$ cat src/hdl/srbs_pkg.sv
// ----------------------------------------------------------------------------
// srbs_pkg
// Shared types and codes for the shortest-remaining-burst scheduler.
// ----------------------------------------------------------------------------
package srbs_pkg;

    // Item kinds on the input tuser bit
    localparam logic OP_LOAD = 1'b0;
    localparam logic OP_TICK = 1'b1;

    // Fixed field widths of the stream payloads
    localparam int IN_DATA_W  = 72;   // 68 bits of fields, padded to bytes
    localparam int OUT_DATA_W = 56;   // 55 bits of fields, padded to bytes
    localparam int CFG_W      = 5;

    // Progress of one process through its two bursts
    typedef enum logic [1:0] {
        PH_FIRST  = 2'd0,
        PH_SECOND = 2'd1,
        PH_DONE   = 2'd2
    } phase_t;

    // Control from the sequencer to the selection unit
    typedef struct packed {
        logic clear;      // restart accumulation
        logic beat;       // one table entry is on the read port
        logic find_min;   // least arrival pass instead of selection pass
    } pick_ctl_t;

endpackage

$ cat src/hdl/srbs_ram.sv
// ----------------------------------------------------------------------------
// srbs_ram
// Generic synchronous RAM, one write port, one read port, registered read.
// ----------------------------------------------------------------------------
module srbs_ram #(
    parameter int WIDTH = 64,
    parameter int DEPTH = 16
) (
    input  logic                     clk,
    input  logic                     we,
    input  logic [$clog2(DEPTH)-1:0] waddr,
    input  logic [WIDTH-1:0]         wdata,
    input  logic [$clog2(DEPTH)-1:0] raddr,
    output logic [WIDTH-1:0]         rdata
);

    logic [WIDTH-1:0] mem [DEPTH];

    always_ff @(posedge clk) begin
        if (we) begin
            mem[waddr] <= wdata;
        end
        rdata <= mem[raddr];
    end

endmodule

$ cat src/hdl/srbs_pick.sv
// ----------------------------------------------------------------------------
// srbs_pick
// Selection unit: takes one table entry per beat and keeps the least
// arrival time, or the ready entry with the least remaining burst.
// ----------------------------------------------------------------------------
module srbs_pick
    import srbs_pkg::*;
#(
    parameter int TIME_BITS = 16,
    parameter int IDX_W     = 4,
    parameter int CNT_W     = 5
) (
    input  logic                   aclk,
    input  logic                   aresetn,
    input  pick_ctl_t              ctl,
    input  logic [TIME_BITS-1:0]   now,
    input  logic [IDX_W-1:0]       idx,
    input  logic [4*TIME_BITS-1:0] entry,
    input  phase_t                 phase,
    input  logic                   started,
    output logic                   found,
    output logic [IDX_W-1:0]       best_idx,
    output logic [4*TIME_BITS-1:0] best_entry,
    output phase_t                 best_phase,
    output logic                   best_started,
    output logic [CNT_W-1:0]       unf_cnt,
    output logic [TIME_BITS-1:0]   min_ready
);

    localparam int TB = TIME_BITS;
    localparam logic [TB-1:0] TMAX = '1;

    logic [TB-1:0] e_ready;
    logic [TB-1:0] e_rem;
    logic [TB-1:0] best_rem;
    logic          take;

    // Remaining burst of the entry in its current phase
    assign e_ready = entry[TB-1:0];
    assign e_rem   = (phase == PH_FIRST) ? entry[2*TB-1:TB] : entry[3*TB-1:2*TB];
    assign take    = (phase != PH_DONE) && (e_ready <= now) &&
                     (!found || (e_rem < best_rem));

    // Accumulate over beats
    always_ff @(posedge aclk) begin
        if (!aresetn) begin
            found        <= 1'b0;
            best_idx     <= '0;
            best_entry   <= '0;
            best_phase   <= PH_FIRST;
            best_started <= 1'b0;
            best_rem     <= '0;
            unf_cnt      <= '0;
            min_ready    <= TMAX;
        end else if (ctl.clear) begin
            found     <= 1'b0;
            unf_cnt   <= '0;
            min_ready <= TMAX;
        end else if (ctl.beat) begin
            if (ctl.find_min) begin
                if (e_ready < min_ready) begin
                    min_ready <= e_ready;
                end
            end else begin
                if (phase != PH_DONE) begin
                    unf_cnt <= unf_cnt + CNT_W'(1);
                end
                if (take) begin
                    found        <= 1'b1;
                    best_idx     <= idx;
                    best_entry   <= entry;
                    best_phase   <= phase;
                    best_started <= started;
                    best_rem     <= e_rem;
                end
            end
        end
    end

endmodule

$ cat src/hdl/shortest_remaining_burst_scheduler.sv
// ----------------------------------------------------------------------------
// shortest_remaining_burst_scheduler
// Preemptive shortest-remaining-burst scheduler over a process table.
// ----------------------------------------------------------------------------
// Usage:
//   s_ channel: one item per load or tick. s_tuser is the kind (0 load,
//   1 tick). A load writes one table entry in the accept cycle and gives no
//   result. A tick gives exactly one result item on the m_ channel.
//   cfg channel: writes process_count (always ready); the user must write it
//   only while the block is idle: the block itself does not enforce this.
// Operation:
//   A tick scans the n active entries through the table RAM read port,
//   one entry a cycle, then writes the chosen entry back and registers
//   its result; the next item is accepted only once the block is idle
//   again. The first tick after reset or a load first scans for the least
//   arrival time when n is not zero.
// Reset:
//   aresetn clears the phase and started flags, time and the output
//   register; process_count returns to 1. Table RAM contents are kept and
//   are defined only once loaded.
// Stalls:
//   The result sits in an output register; the next item is accepted while
//   it waits, and a tick only stalls at its final write when the previous
//   result has still not been taken.
// ----------------------------------------------------------------------------
module shortest_remaining_burst_scheduler
    import srbs_pkg::*;
#(
    parameter int MAX_PROCS = 16,
    parameter int TIME_BITS = 16
) (
    input  logic                  aclk,
    input  logic                  aresetn,
    // slot, arrival_time, first_burst, io_wait, second_burst (from bit 0)
    input  logic [IN_DATA_W-1:0]  s_tdata,
    // op
    input  logic                  s_tuser,
    input  logic                  s_tvalid,
    output logic                  s_tready,
    // tick_time, run_index, first_dispatch, response_time, finished,
    // finish_time, all_done (from bit 0)
    output logic [OUT_DATA_W-1:0] m_tdata,
    // idle
    output logic                  m_tuser,
    output logic                  m_tvalid,
    input  logic                  m_tready,
    // process_count
    input  logic [CFG_W-1:0]      cfg_data,
    input  logic                  cfg_valid,
    output logic                  cfg_ready
);

    localparam int TB    = TIME_BITS;
    localparam int IDX_W = $clog2(MAX_PROCS);
    localparam int CNT_W = $clog2(MAX_PROCS + 1);
    localparam int CW    = (CNT_W > CFG_W) ? CNT_W : CFG_W;
    localparam int EW    = 4 * TB;
    localparam logic [TB-1:0] TMAX = '1;

    typedef enum logic [1:0] {S_IDLE, S_MIN, S_SCAN, S_UPD} state_t;

    // Saturate a 16-bit input time into the internal time width
    function automatic logic [TB-1:0] sat_in(input logic [15:0] v);
        logic [31:0] e;
        e = 32'(v);
        return (e > 32'(TMAX)) ? TMAX : e[TB-1:0];
    endfunction

    // Low 16 bits of an internal time
    function automatic logic [15:0] to16(input logic [TB-1:0] v);
        logic [31:0] e;
        e = 32'(v);
        return e[15:0];
    endfunction

    state_t                  state_reg, state_next;
    logic [CNT_W-1:0]        cnt_reg, cnt_next;
    logic                    beat_reg, beat_next;
    logic [IDX_W-1:0]        beat_idx_reg, beat_idx_next;
    logic [CFG_W-1:0]        count_reg, count_next;
    logic [TB-1:0]           now_reg, now_next;
    logic                    tstart_reg, tstart_next;
    phase_t                  phase_reg [MAX_PROCS];
    phase_t                  phase_next [MAX_PROCS];
    logic                    started_reg [MAX_PROCS];
    logic                    started_next [MAX_PROCS];
    logic                    out_valid_reg, out_valid_next;
    logic [OUT_DATA_W-1:0]   out_data_reg, out_data_next;
    logic                    out_idle_reg, out_idle_next;

    logic                    accept;
    logic [3:0]              in_slot;
    logic [IDX_W-1:0]        slot_idx;
    logic                    slot_ok;
    logic [EW-1:0]           load_entry;
    logic [CNT_W-1:0]        act_n;
    logic [CW-1:0]           cfg_ext;

    logic                    mem_we;
    logic [IDX_W-1:0]        mem_waddr;
    logic [EW-1:0]           mem_wdata;
    logic [EW-1:0]           mem_rdata;

    pick_ctl_t               pctl;
    logic                    p_found;
    logic [IDX_W-1:0]        p_idx;
    logic [EW-1:0]           p_entry;
    phase_t                  p_phase;
    logic                    p_started;
    logic [CNT_W-1:0]        p_unf;
    logic [TB-1:0]           p_min;

    logic [TB-1:0]           b_ready, b_rem1, b_rem2, b_wait;
    logic [TB-1:0]           next_t, new_ready, resp;
    logic [TB:0]             ready_sum;
    logic [EW-1:0]           upd_entry;
    phase_t                  upd_phase;
    logic                    fin, first;
    logic                    all_done;
    logic [3:0]              run_idx;
    logic [31:0]             best_ext;

    // Input field decode
    assign in_slot    = s_tdata[3:0];
    assign slot_idx   = IDX_W'(in_slot);
    assign slot_ok    = 32'(in_slot) < 32'(MAX_PROCS);
    assign load_entry = {sat_in(s_tdata[51:36]), sat_in(s_tdata[67:52]),
                         sat_in(s_tdata[35:20]), sat_in(s_tdata[19:4])};
    // entry layout from bit 0: ready_at, remaining_first, remaining_second,
    // wait_ticks
    assign accept     = s_tvalid && s_tready;
    assign s_tready   = (state_reg == S_IDLE);
    assign cfg_ready  = 1'b1;

    // Active entry count, capped at the table depth
    assign cfg_ext = CW'(count_reg);
    assign act_n   = (cfg_ext > CW'(MAX_PROCS)) ? CNT_W'(MAX_PROCS) : CNT_W'(cfg_ext);

    // Table RAM
    srbs_ram #(
        .WIDTH (EW),
        .DEPTH (MAX_PROCS)
    ) u_table (
        .clk   (aclk),
        .we    (mem_we),
        .waddr (mem_waddr),
        .wdata (mem_wdata),
        .raddr (cnt_reg[IDX_W-1:0]),
        .rdata (mem_rdata)
    );

    // Selection unit
    srbs_pick #(
        .TIME_BITS (TB),
        .IDX_W     (IDX_W),
        .CNT_W     (CNT_W)
    ) u_pick (
        .aclk         (aclk),
        .aresetn      (aresetn),
        .ctl          (pctl),
        .now          (now_reg),
        .idx          (beat_idx_reg),
        .entry        (mem_rdata),
        .phase        (phase_reg[beat_idx_reg]),
        .started      (started_reg[beat_idx_reg]),
        .found        (p_found),
        .best_idx     (p_idx),
        .best_entry   (p_entry),
        .best_phase   (p_phase),
        .best_started (p_started),
        .unf_cnt      (p_unf),
        .min_ready    (p_min)
    );

    // Run one tick of the chosen entry
    assign b_ready   = p_entry[TB-1:0];
    assign b_rem1    = p_entry[2*TB-1:TB];
    assign b_rem2    = p_entry[3*TB-1:2*TB];
    assign b_wait    = p_entry[4*TB-1:3*TB];
    assign next_t    = (now_reg == TMAX) ? TMAX : now_reg + TB'(1);
    assign ready_sum = {1'b0, next_t} + {1'b0, b_wait};
    assign new_ready = ready_sum[TB] ? TMAX : ready_sum[TB-1:0];
    assign resp      = now_reg - b_ready;
    assign first     = p_found && !p_started;

    always_comb begin
        upd_entry = p_entry;
        upd_phase = p_phase;
        fin       = 1'b0;
        if (p_phase == PH_FIRST) begin
            if (b_rem1 <= TB'(1)) begin
                upd_entry[2*TB-1:TB] = '0;
                upd_entry[TB-1:0]    = new_ready;
                upd_phase            = PH_SECOND;
            end else begin
                upd_entry[2*TB-1:TB] = b_rem1 - TB'(1);
            end
        end else begin
            if (b_rem2 <= TB'(1)) begin
                upd_entry[3*TB-1:2*TB] = '0;
                upd_phase              = PH_DONE;
                fin                    = p_found;
            end else begin
                upd_entry[3*TB-1:2*TB] = b_rem2 - TB'(1);
            end
        end
    end

    assign all_done = (p_unf - CNT_W'(fin)) == '0;
    assign best_ext = 32'(p_idx);
    assign run_idx  = p_found ? best_ext[3:0] : 4'd0;

    // Sequencer next state
    always_comb begin
        state_next     = state_reg;
        cnt_next       = cnt_reg;
        beat_next      = beat_reg;
        beat_idx_next  = beat_idx_reg;
        count_next     = count_reg;
        now_next       = now_reg;
        tstart_next    = tstart_reg;
        phase_next     = phase_reg;
        started_next   = started_reg;
        out_valid_next = out_valid_reg;
        out_data_next  = out_data_reg;
        out_idle_next  = out_idle_reg;
        mem_we         = 1'b0;
        mem_waddr      = slot_idx;
        mem_wdata      = load_entry;
        pctl           = '0;

        if (cfg_valid && cfg_ready) begin
            count_next = cfg_data;
        end
        if (out_valid_reg && m_tready) begin
            out_valid_next = 1'b0;
        end

        unique case (state_reg)
            S_IDLE: begin
                if (accept) begin
                    if (s_tuser == OP_LOAD) begin
                        if (slot_ok) begin
                            mem_we                 = 1'b1;
                            phase_next[slot_idx]   = PH_FIRST;
                            started_next[slot_idx] = 1'b0;
                            tstart_next            = 1'b0;
                        end
                    end else begin
                        cnt_next   = '0;
                        beat_next  = 1'b0;
                        pctl.clear = 1'b1;
                        if (!tstart_reg && act_n != '0) begin
                            state_next = S_MIN;
                        end else begin
                            tstart_next = 1'b1;
                            state_next  = S_SCAN;
                        end
                    end
                end
            end
            S_MIN, S_SCAN: begin
                pctl.beat     = beat_reg;
                pctl.find_min = (state_reg == S_MIN);
                if (cnt_reg < act_n) begin
                    cnt_next      = cnt_reg + CNT_W'(1);
                    beat_next     = 1'b1;
                    beat_idx_next = cnt_reg[IDX_W-1:0];
                end else begin
                    beat_next = 1'b0;
                    if (!beat_reg) begin
                        if (state_reg == S_MIN) begin
                            now_next    = p_min;
                            tstart_next = 1'b1;
                            cnt_next    = '0;
                            pctl.clear  = 1'b1;
                            state_next  = S_SCAN;
                        end else begin
                            state_next = S_UPD;
                        end
                    end
                end
            end
            S_UPD: begin
                if (!out_valid_reg || m_tready) begin
                    if (p_found) begin
                        mem_we              = 1'b1;
                        mem_waddr           = p_idx;
                        mem_wdata           = upd_entry;
                        phase_next[p_idx]   = upd_phase;
                        started_next[p_idx] = 1'b1;
                    end
                    now_next       = next_t;
                    out_valid_next = 1'b1;
                    out_idle_next  = !p_found;
                    out_data_next  = {1'b0, all_done,
                                      fin ? to16(next_t) : 16'd0, fin,
                                      first ? to16(resp) : 16'd0, first,
                                      run_idx, to16(now_reg)};
                    state_next     = S_IDLE;
                end
            end
            default: state_next = S_IDLE;
        endcase
    end

    // State and registered outputs
    always_ff @(posedge aclk) begin
        if (!aresetn) begin
            state_reg     <= S_IDLE;
            cnt_reg       <= '0;
            beat_reg      <= 1'b0;
            beat_idx_reg  <= '0;
            count_reg     <= CFG_W'(1);
            now_reg       <= '0;
            tstart_reg    <= 1'b0;
            for (int i = 0; i < MAX_PROCS; i++) begin
                phase_reg[i]   <= PH_FIRST;
                started_reg[i] <= 1'b0;
            end
            out_valid_reg <= 1'b0;
            out_data_reg  <= '0;
            out_idle_reg  <= 1'b0;
        end else begin
            state_reg     <= state_next;
            cnt_reg       <= cnt_next;
            beat_reg      <= beat_next;
            beat_idx_reg  <= beat_idx_next;
            count_reg     <= count_next;
            now_reg       <= now_next;
            tstart_reg    <= tstart_next;
            phase_reg     <= phase_next;
            started_reg   <= started_next;
            out_valid_reg <= out_valid_next;
            out_data_reg  <= out_data_next;
            out_idle_reg  <= out_idle_next;
        end
    end

    assign m_tvalid = out_valid_reg;
    assign m_tdata  = out_data_reg;
    assign m_tuser  = out_idle_reg;

endmodule

$ cat config.mk
export PLATFORM = sky130hd
export DESIGN_NAME = shortest_remaining_burst_scheduler
export DESIGN_NICKNAME = d
export VERILOG_FILES = /design/src/hdl/srbs_pkg.sv /design/src/hdl/srbs_ram.sv /design/src/hdl/srbs_pick.sv /design/src/hdl/shortest_remaining_burst_scheduler.sv
export SDC_FILE = /design/constraint.sdc
export NUM_CORES = 2
export LEC_CHECK = 0
export CAP_MARGIN = 10
export CORE_ASPECT_RATIO = 0.5
export CORE_MARGIN = 2
export CORE_UTILIZATION = 46
export CTS_BUF_LIST = sky130_fd_sc_hd__clkbuf_4 sky130_fd_sc_hd__clkbuf_8 sky130_fd_sc_hd__clkbuf_16
export DETAILED_ROUTE_END_ITERATION = 10
export DONT_BUFFER_PORTS = 1
export PLACE_DENSITY = 0.69
export REMOVE_ABC_BUFFERS = 1
export SYNTH_ARGS = -nofsm -noshare
export SYNTH_HDL_FRONTEND = slang
export SYNTH_SLANG_ARGS = --single-unit
export TNS_END_PERCENT = 30
$ cat constraint.sdc
create_clock -name aclk -period 4.9 [get_ports aclk]
set_input_delay 0.245 -clock aclk [delete_from_list [all_inputs] [get_ports aclk]]
set_output_delay 0.245 -clock aclk [all_outputs]
set_load 0.02 [all_outputs]
; ---- Word level (Yosys, flattened, before mapping)
; Memories as Yosys holds them, arrays and structs flattened. A register that Yosys moved wholly into a read port is not among the register bits.
; Index checks and enable logic that the tools add are counted.
[op_classes]
reduce_logical = 36
order_cmp = 12
n_addsub = 8
n_bitwise = 11
n_mux = 95
n_eq_ne = 16
[op_table]
columns = op, n
row1 = $mux W16, 17
row2 = $mux W64, 3
row3 = $mux W32, 5
row4 = $pmux W16 S2, 2
row5 = $pmux W32 S2, 1
row6 = $and A32 B32 Y32, 1
row7 = $bwmux W32, 1
row8 = $le A16 B1 Y1 const B, 2
row9 = $lt A16 B16 Y1, 2
row10 = $not A32 Y32, 1
row11 = $sub A16 B1 Y16 const B, 2
row12 = $mux W1, 30
row13 = $mux W5, 6
row14 = $mux W2, 14
row15 = $reduce_and A5 Y1, 4
row16 = $add A16 B16 Y17, 1
row17 = $add A16 B1 Y16 const B, 1
row18 = $and A16 B16 Y16, 1
row19 = $demux W2 S4, 2
row20 = $eq A16 B16 Y1 const B, 1
row21 = $le A16 B16 Y1, 1
row22 = $mux W4, 4
row23 = $not A16 Y16, 1
row24 = $or A16 B16 Y16, 1
row25 = 32 further kinds, 74
[totals]
mem_count = 1
out_inout_bits = 60
reg_bits = 248
word_cells = 229
inputBits = 83
ram_bits = 1024
[memory_table]
columns = name, depth, width, read_ports, rd_ports_with_merged_regs, wr, line_no
row1 = u_table.mem, 16, 64, 1, 1, 1, srbs_ram.sv:17  ; logic [WIDTH-1:0] mem [DEPTH];

; ---- Logic depth before layout (Yosys ltp)
[logic_depth]
word_depth = 10
mapped_depth = 18
mapped_depth_nobuf = 15

; ---- By module
; A second synthesis with hierarchy kept.
[unflattened]
cells_unflattened = 3549
hier_area_um2 = 54722.5
[modules_own_cells]
columns = mod, area_per_inst_um2, cells_each, seq_area_each_um2, instances
row1 = srbs_ram, 39581.7, 1647, 32030.7, 1
row2 = shortest_remaining_burst_scheduler, 9420.3, 1244, 2782.7, 1
row3 = srbs_pick, 5720.5, 658, 2182.1, 1

; ---- Worst setup path before layout
; No wires, ideal clock.
[synth_path]
path_type = flip-flop to flip-flop
start = register state_reg[0]
end = memory u_table.mem[5][0], enable pin
setup_slack_ns = 0.097
arrival_time_ns = 4.317
path_buffers = 2
stages_incl_launch_ff = 8
t_required_ns = 4.414
synth_period_minus_slack_ns = 4.803
setup_ns = 0.486
cell_sequence = dfxtp_1 -> ha_1 -> clkbuf_1 -> nand2_1 -> nor2_1 -> clkbuf_1 -> a21oi_1 -> nor2_1
[synth_between]
elab_chain_cells = 6
elab_cells_between_ends = 8
classes_between = eq/ne (1) / mux (5) / reduce/logical (2)
[synth_rtl]
columns = item, line_no
row1 = start: declaration, shortest_remaining_burst_scheduler.sv:76  ; state_t state_reg, state_next;
row2 = start signal: assignment, shortest_remaining_burst_scheduler.sv:325  ; state_reg <= state_next;
row3 = $logic_not A2 Y1, "shortest_remaining_burst_scheduler.sv:132, shortest_remaining_burst_scheduler.sv:239"
row4 = $logic_and A1 B1 Y1, shortest_remaining_burst_scheduler.sv:131  ; assign accept = s_tvalid && s_tready;
row5 = $mux W1, shortest_remaining_burst_scheduler.sv:241  ; if (accept) begin
row6 = $pmux W1 S2, shortest_remaining_burst_scheduler.sv:239  ; unique case (state_reg)
row7 = $mux W1, srbs_ram.sv:20  ; if (we) begin
row8 = $mux W1 (not written as such), srbs_ram.sv:21  ; mem[waddr] <= wdata;
row9 = end: declaration, srbs_ram.sv:17
; Parallel ways exist; a longest one is shown, timed or not.

; ---- Final worst setup path
[layout_path]
start = register beat_idx_reg[2]
end = register u_pick.best_entry[39]
[layout_between]
elab_chain_cells = 10
elab_cells_between_ends = 12
classes_between = order compare (1) / eq/ne (1) / mux (4) / bitwise (1) / reduce/logical (5)
[layout_rtl]
columns = item, line_no
row1 = start: declaration, shortest_remaining_burst_scheduler.sv:79  ; logic [IDX_W-1:0] beat_idx_reg, beat_idx_next;
row2 = start signal: assignment, shortest_remaining_burst_scheduler.sv:328  ; beat_idx_reg <= beat_idx_next;
row3 = $not A4 Y5 (not written as such), shortest_remaining_burst_scheduler.sv:164  ; .phase (phase_reg[beat_idx_reg]),
row4 = $bmux W2 S4, shortest_remaining_burst_scheduler.sv:164
row5 = $mux W2 (not written as such) (2 in a row), shortest_remaining_burst_scheduler.sv:164
row6 = $logic_not A2 Y1, srbs_pick.sv:40  ; assign e_rem = (phase == PH_FIRST) ? entry[2*TB-1:TB] : entry[3*TB-1:2*TB];
row7 = $mux W16, srbs_pick.sv:40
row8 = named net u_pick.e_rem[3], srbs_pick.sv:34  ; logic [TB-1:0] e_rem;
row9 = $lt A16 B16 Y1, srbs_pick.sv:42  ; (!found || (e_rem < best_rem));
row10 = $logic_or A1 B1 Y1, srbs_pick.sv:42
row11 = $logic_and A1 B1 Y1, srbs_pick.sv:41  ; assign take = (phase != PH_DONE) && (e_ready <= now) &&
row12 = $reduce_and A4 Y1 (no source line), -
row13 = end signal: assignment, srbs_pick.sv:71  ; best_entry <= entry;
row14 = end: declaration, srbs_pick.sv:23  ; output logic [4*TIME_BITS-1:0] best_entry,
; The timed path passes the listed nets, and every way through them passes these cells. The select of a mux whose other input is x is not followed.
; A chain may end at the register's enable or synchronous reset.

==> summary.txt <==
Detailed routing
  – Residual DRC count: 8
  – Vias: 32250
  – DRT iter0 DRCs: 3947
  – Vias/cell: 6.100
  – Pre-antenna DRT Iters: 9
  – Routed Antenna Nets: 0
  – Post-Route WL: 147000 um
  – Avg WL per Cell: 27.81 um

Finish
  – Layout Nets: 3772
  – Regs by FF count: u_table.mem (1024), u_pick.best_entry (64), u_table.rdata (64)
  – FF/Latch Area: 37010 sq um
  – Filler cells: 9412
  – Layout cell share with drive strength beyond 1: 20.53%
  – Area grow syn2layout: 13.37%
  – Top reg by flops: u_table.mem
  – Largest register FFs: 1024
  – Multi-input gate area: 17040 sq um

Yosys
  – Post-synth top cells: 1024 x edfxtp_1, 360 x nand2_1, 333 x mux4_2, 312 x dfxtp_1, 184 x nor2_1
  – Mapped Cells: 3470
  – Yosys reg bits: 1336
  – YS warnings: 0
  – EDFF count, synth: 1024
  – Dominant cell type by area after synthesis: edfxtp_1
  – Top post-synthesis cells by area: edfxtp_1 56%, mux4_2 14%, dfxtp_1 11%
  – Syn_area_per_cell: 15.86 sq um
  – Count leader, synth: edfxtp_1
  – Synth Cell Area: 55050 sq um
  – Ys flop type: edfxtp_1
  – Synth cell types: 79
  – Top cell type's share of synthesized area: 55.86%
  – Post-synthesis sequential area ratio: 67.21%
  – Share of flip-flops with an asynchronous set or reset: 0%

CTS
  – Clk sink count: 1336
  – Clock root cell: clkbuf_16
  – CTS tree: done
  – Clock transition at path regs: 70 ps
  – CTS H-Tree Depth: 3
  – Worst-Skew Late Latency: 750 ps
  – Max Root-Sink Buffers: 3
  – CTS buffer count: 114

STA
  – Fin crit share: 97.08%
  – Achievable Freq: 0.2102 GHz
  – Worst setup margin: 143.1 ps
  – Min Tclk post-route: 4757 ps
  – Slew Limit Headroom: 21.13%
  – Slew @ Worst Pin: 1180 ps
  – # setup viols final: 0
  – Final Skew: 54.90 ps
  – Tightest hold margin: 31.03 ps
  – Final hold violations: 0
  – Final Max Tran Viols: 0

Power and ir drop
  – Leakage: 20.29 nW
  – Power share of the clock group: 34.2%
  – Flop pwr share: 47.1%
  – Sw frac: 27.34%
  – Comb pwr share: 18.7%
  – Switch Pwr: 0.007463 W
  – Worst VDD drop: 0.3385 mV
  – Cell area power density: 437.4 nW/um^2
  – P_int: 0.01983 W

Critical path
  – Worst reg2reg setup slack: 140 ps
  – WP data required: 5570 ps
  – Critical Path Start Type: flip-flop
  – Endpoint class of the critical path: flip-flop
  – CP arrival: 5430 ps
  – Crit-path max FO: 16
  – WS Path Type: reg2reg

Place
  – Number of port buffers: 0
  – GP Congestion: 0.9144
  – Hpwl dp: 86360 um
  – Dpl ws: 58.47 ps

Hold path
  – Hold crit path type: in2reg

Global routing
  – Gr ovfl total: 0
  – Pin count of the biggest net entering global routing: 162
  – Antenna violations before repair: 4
  – First-pass GRT wire length: 214500 um
  – Tot GR Track Use: 23.67%
  – Vias in the first global route: 31870

Die
  – I/O pins: 143
  – Die ar.: 122600 sq um
  – Cell row count: 89
  – Core Region: 118300 sq um
  – Die H: 248.6 um
  – Die W: 493.2 um
  – Starting Density: 46.55%

Status
  – Violated checks: design-rule violations
  – Run status: finished with violations

Run
  – Max_cap viols: 0
cells by family after synthesis:
logic type | Yosys count | share of synthesized area (%)
muxes | 445 | 15.74
other | 2 | 0.01364
adders and majority gates | 98 | 2.255
and+or+nand+nor | 749 | 5.998
buffers and inverters | 307 | 2.212
DFF | 1336 | 67.21
xor gates and xnor gates | 56 | 0.8910
AOI/OAI and AO/OA | 477 | 5.685
per-stage QoR:
step / util [%] / total power, W / std cells / instance area (sq um) / setup TNS (ps)
after global routing: 52.77 / 0.02830 / 5286 / 62400 / -3.842
after detailed placement: 48.92 / 0.01805 / 5010 / 57860 / 0
after floorplan: - / 0.01662 / 3271 / 54230 / -4771780
final: 52.77 / 0.02729 / 5286 / 62400 / 0
after global placement: 48.92 / 0.01800 / 5010 / 57860 / 0
after CTS: 52.68 / 0.02737 / 5281 / 62300 / 0
worst max-delay path: stages, from the launching register on:
cell       delay, ps
dfxtp_1          410
buf_12           190
mux4_2           530
mux2i_2          210
nand2_2          130
o21ai_2          200
buf_12           190
mux2_2           360
ha_1             300
a2111oi_0        660
and4b_1          380
a211oi_4          90
nor3_4           180
buf_4            230
buf_6            330
mux2i_1          250
worst paths after layout:
path,end,cells past startpoint,start
worst max-delay path,u_pick.best_entry[39],15,beat_idx_reg[2]
worst min-delay path,m_tdata[21],2,aresetn
worst max register to register,u_pick.best_entry[39],15,beat_idx_reg[2]
worst min register to register,u_pick.best_entry[60],2,u_table.rdata[60]
routing by layer:
metal	part of all wire [%]	track usage (%)
met4	2.6	6.407
met2	46	36.25
met3	9.4	4.409
met1	42	34.87
met5	0.023	0
area by class of cell:
cell class                      instances  share of cell area (%)
Antenna cell                            1                0.004010
Clock buffer                          153                   5.191
Clock inverter                         65                   1.055
Inverter                              108                  0.6536
Multi-Input combinational cell       1827                   27.30
Sequential cell                      1336                   59.31
Tap cell                             1592                   3.192
Timing Repair Buffer                  204                   3.294
cells in the final DEF (no fill, tap or decap), types with 34 or more instances in the layout:
master         count
a21oi_1          133
a22oi_1           39
buf_4            120
clkbuf_16        115
dfxtp_1          308
dlygate4sd3_1     53
edfxtp_1        1024
ha_1              95
inv_1            107
mux2i_1           91
mux4_2           333
nand2_1          359
nand3_1           34
nor2_1           166
nor3_1            35
o211ai_1          40
o21ai_0           84
xnor2_1           41
power groups by stage:
stage               combinational, W  sequential (W)  clock, W
floorplan                    0.00339          0.0132         0
global placement             0.00491          0.0131         0
detailed placement           0.00494          0.0131         0
CTS                          0.00505          0.0129   0.00946
global route                 0.00550          0.0129   0.00991
finish                       0.00510          0.0129   0.00933
repair_timing:
item                                    in CTS  in global routing
buffers inserted                             0                  1
hold buffers                                53                  1
endpoints found under the setup margin       0                119
endpoints found under the hold margin      580                 11
resized for setup                            0                 15
(Power assumes the default switching activity.)
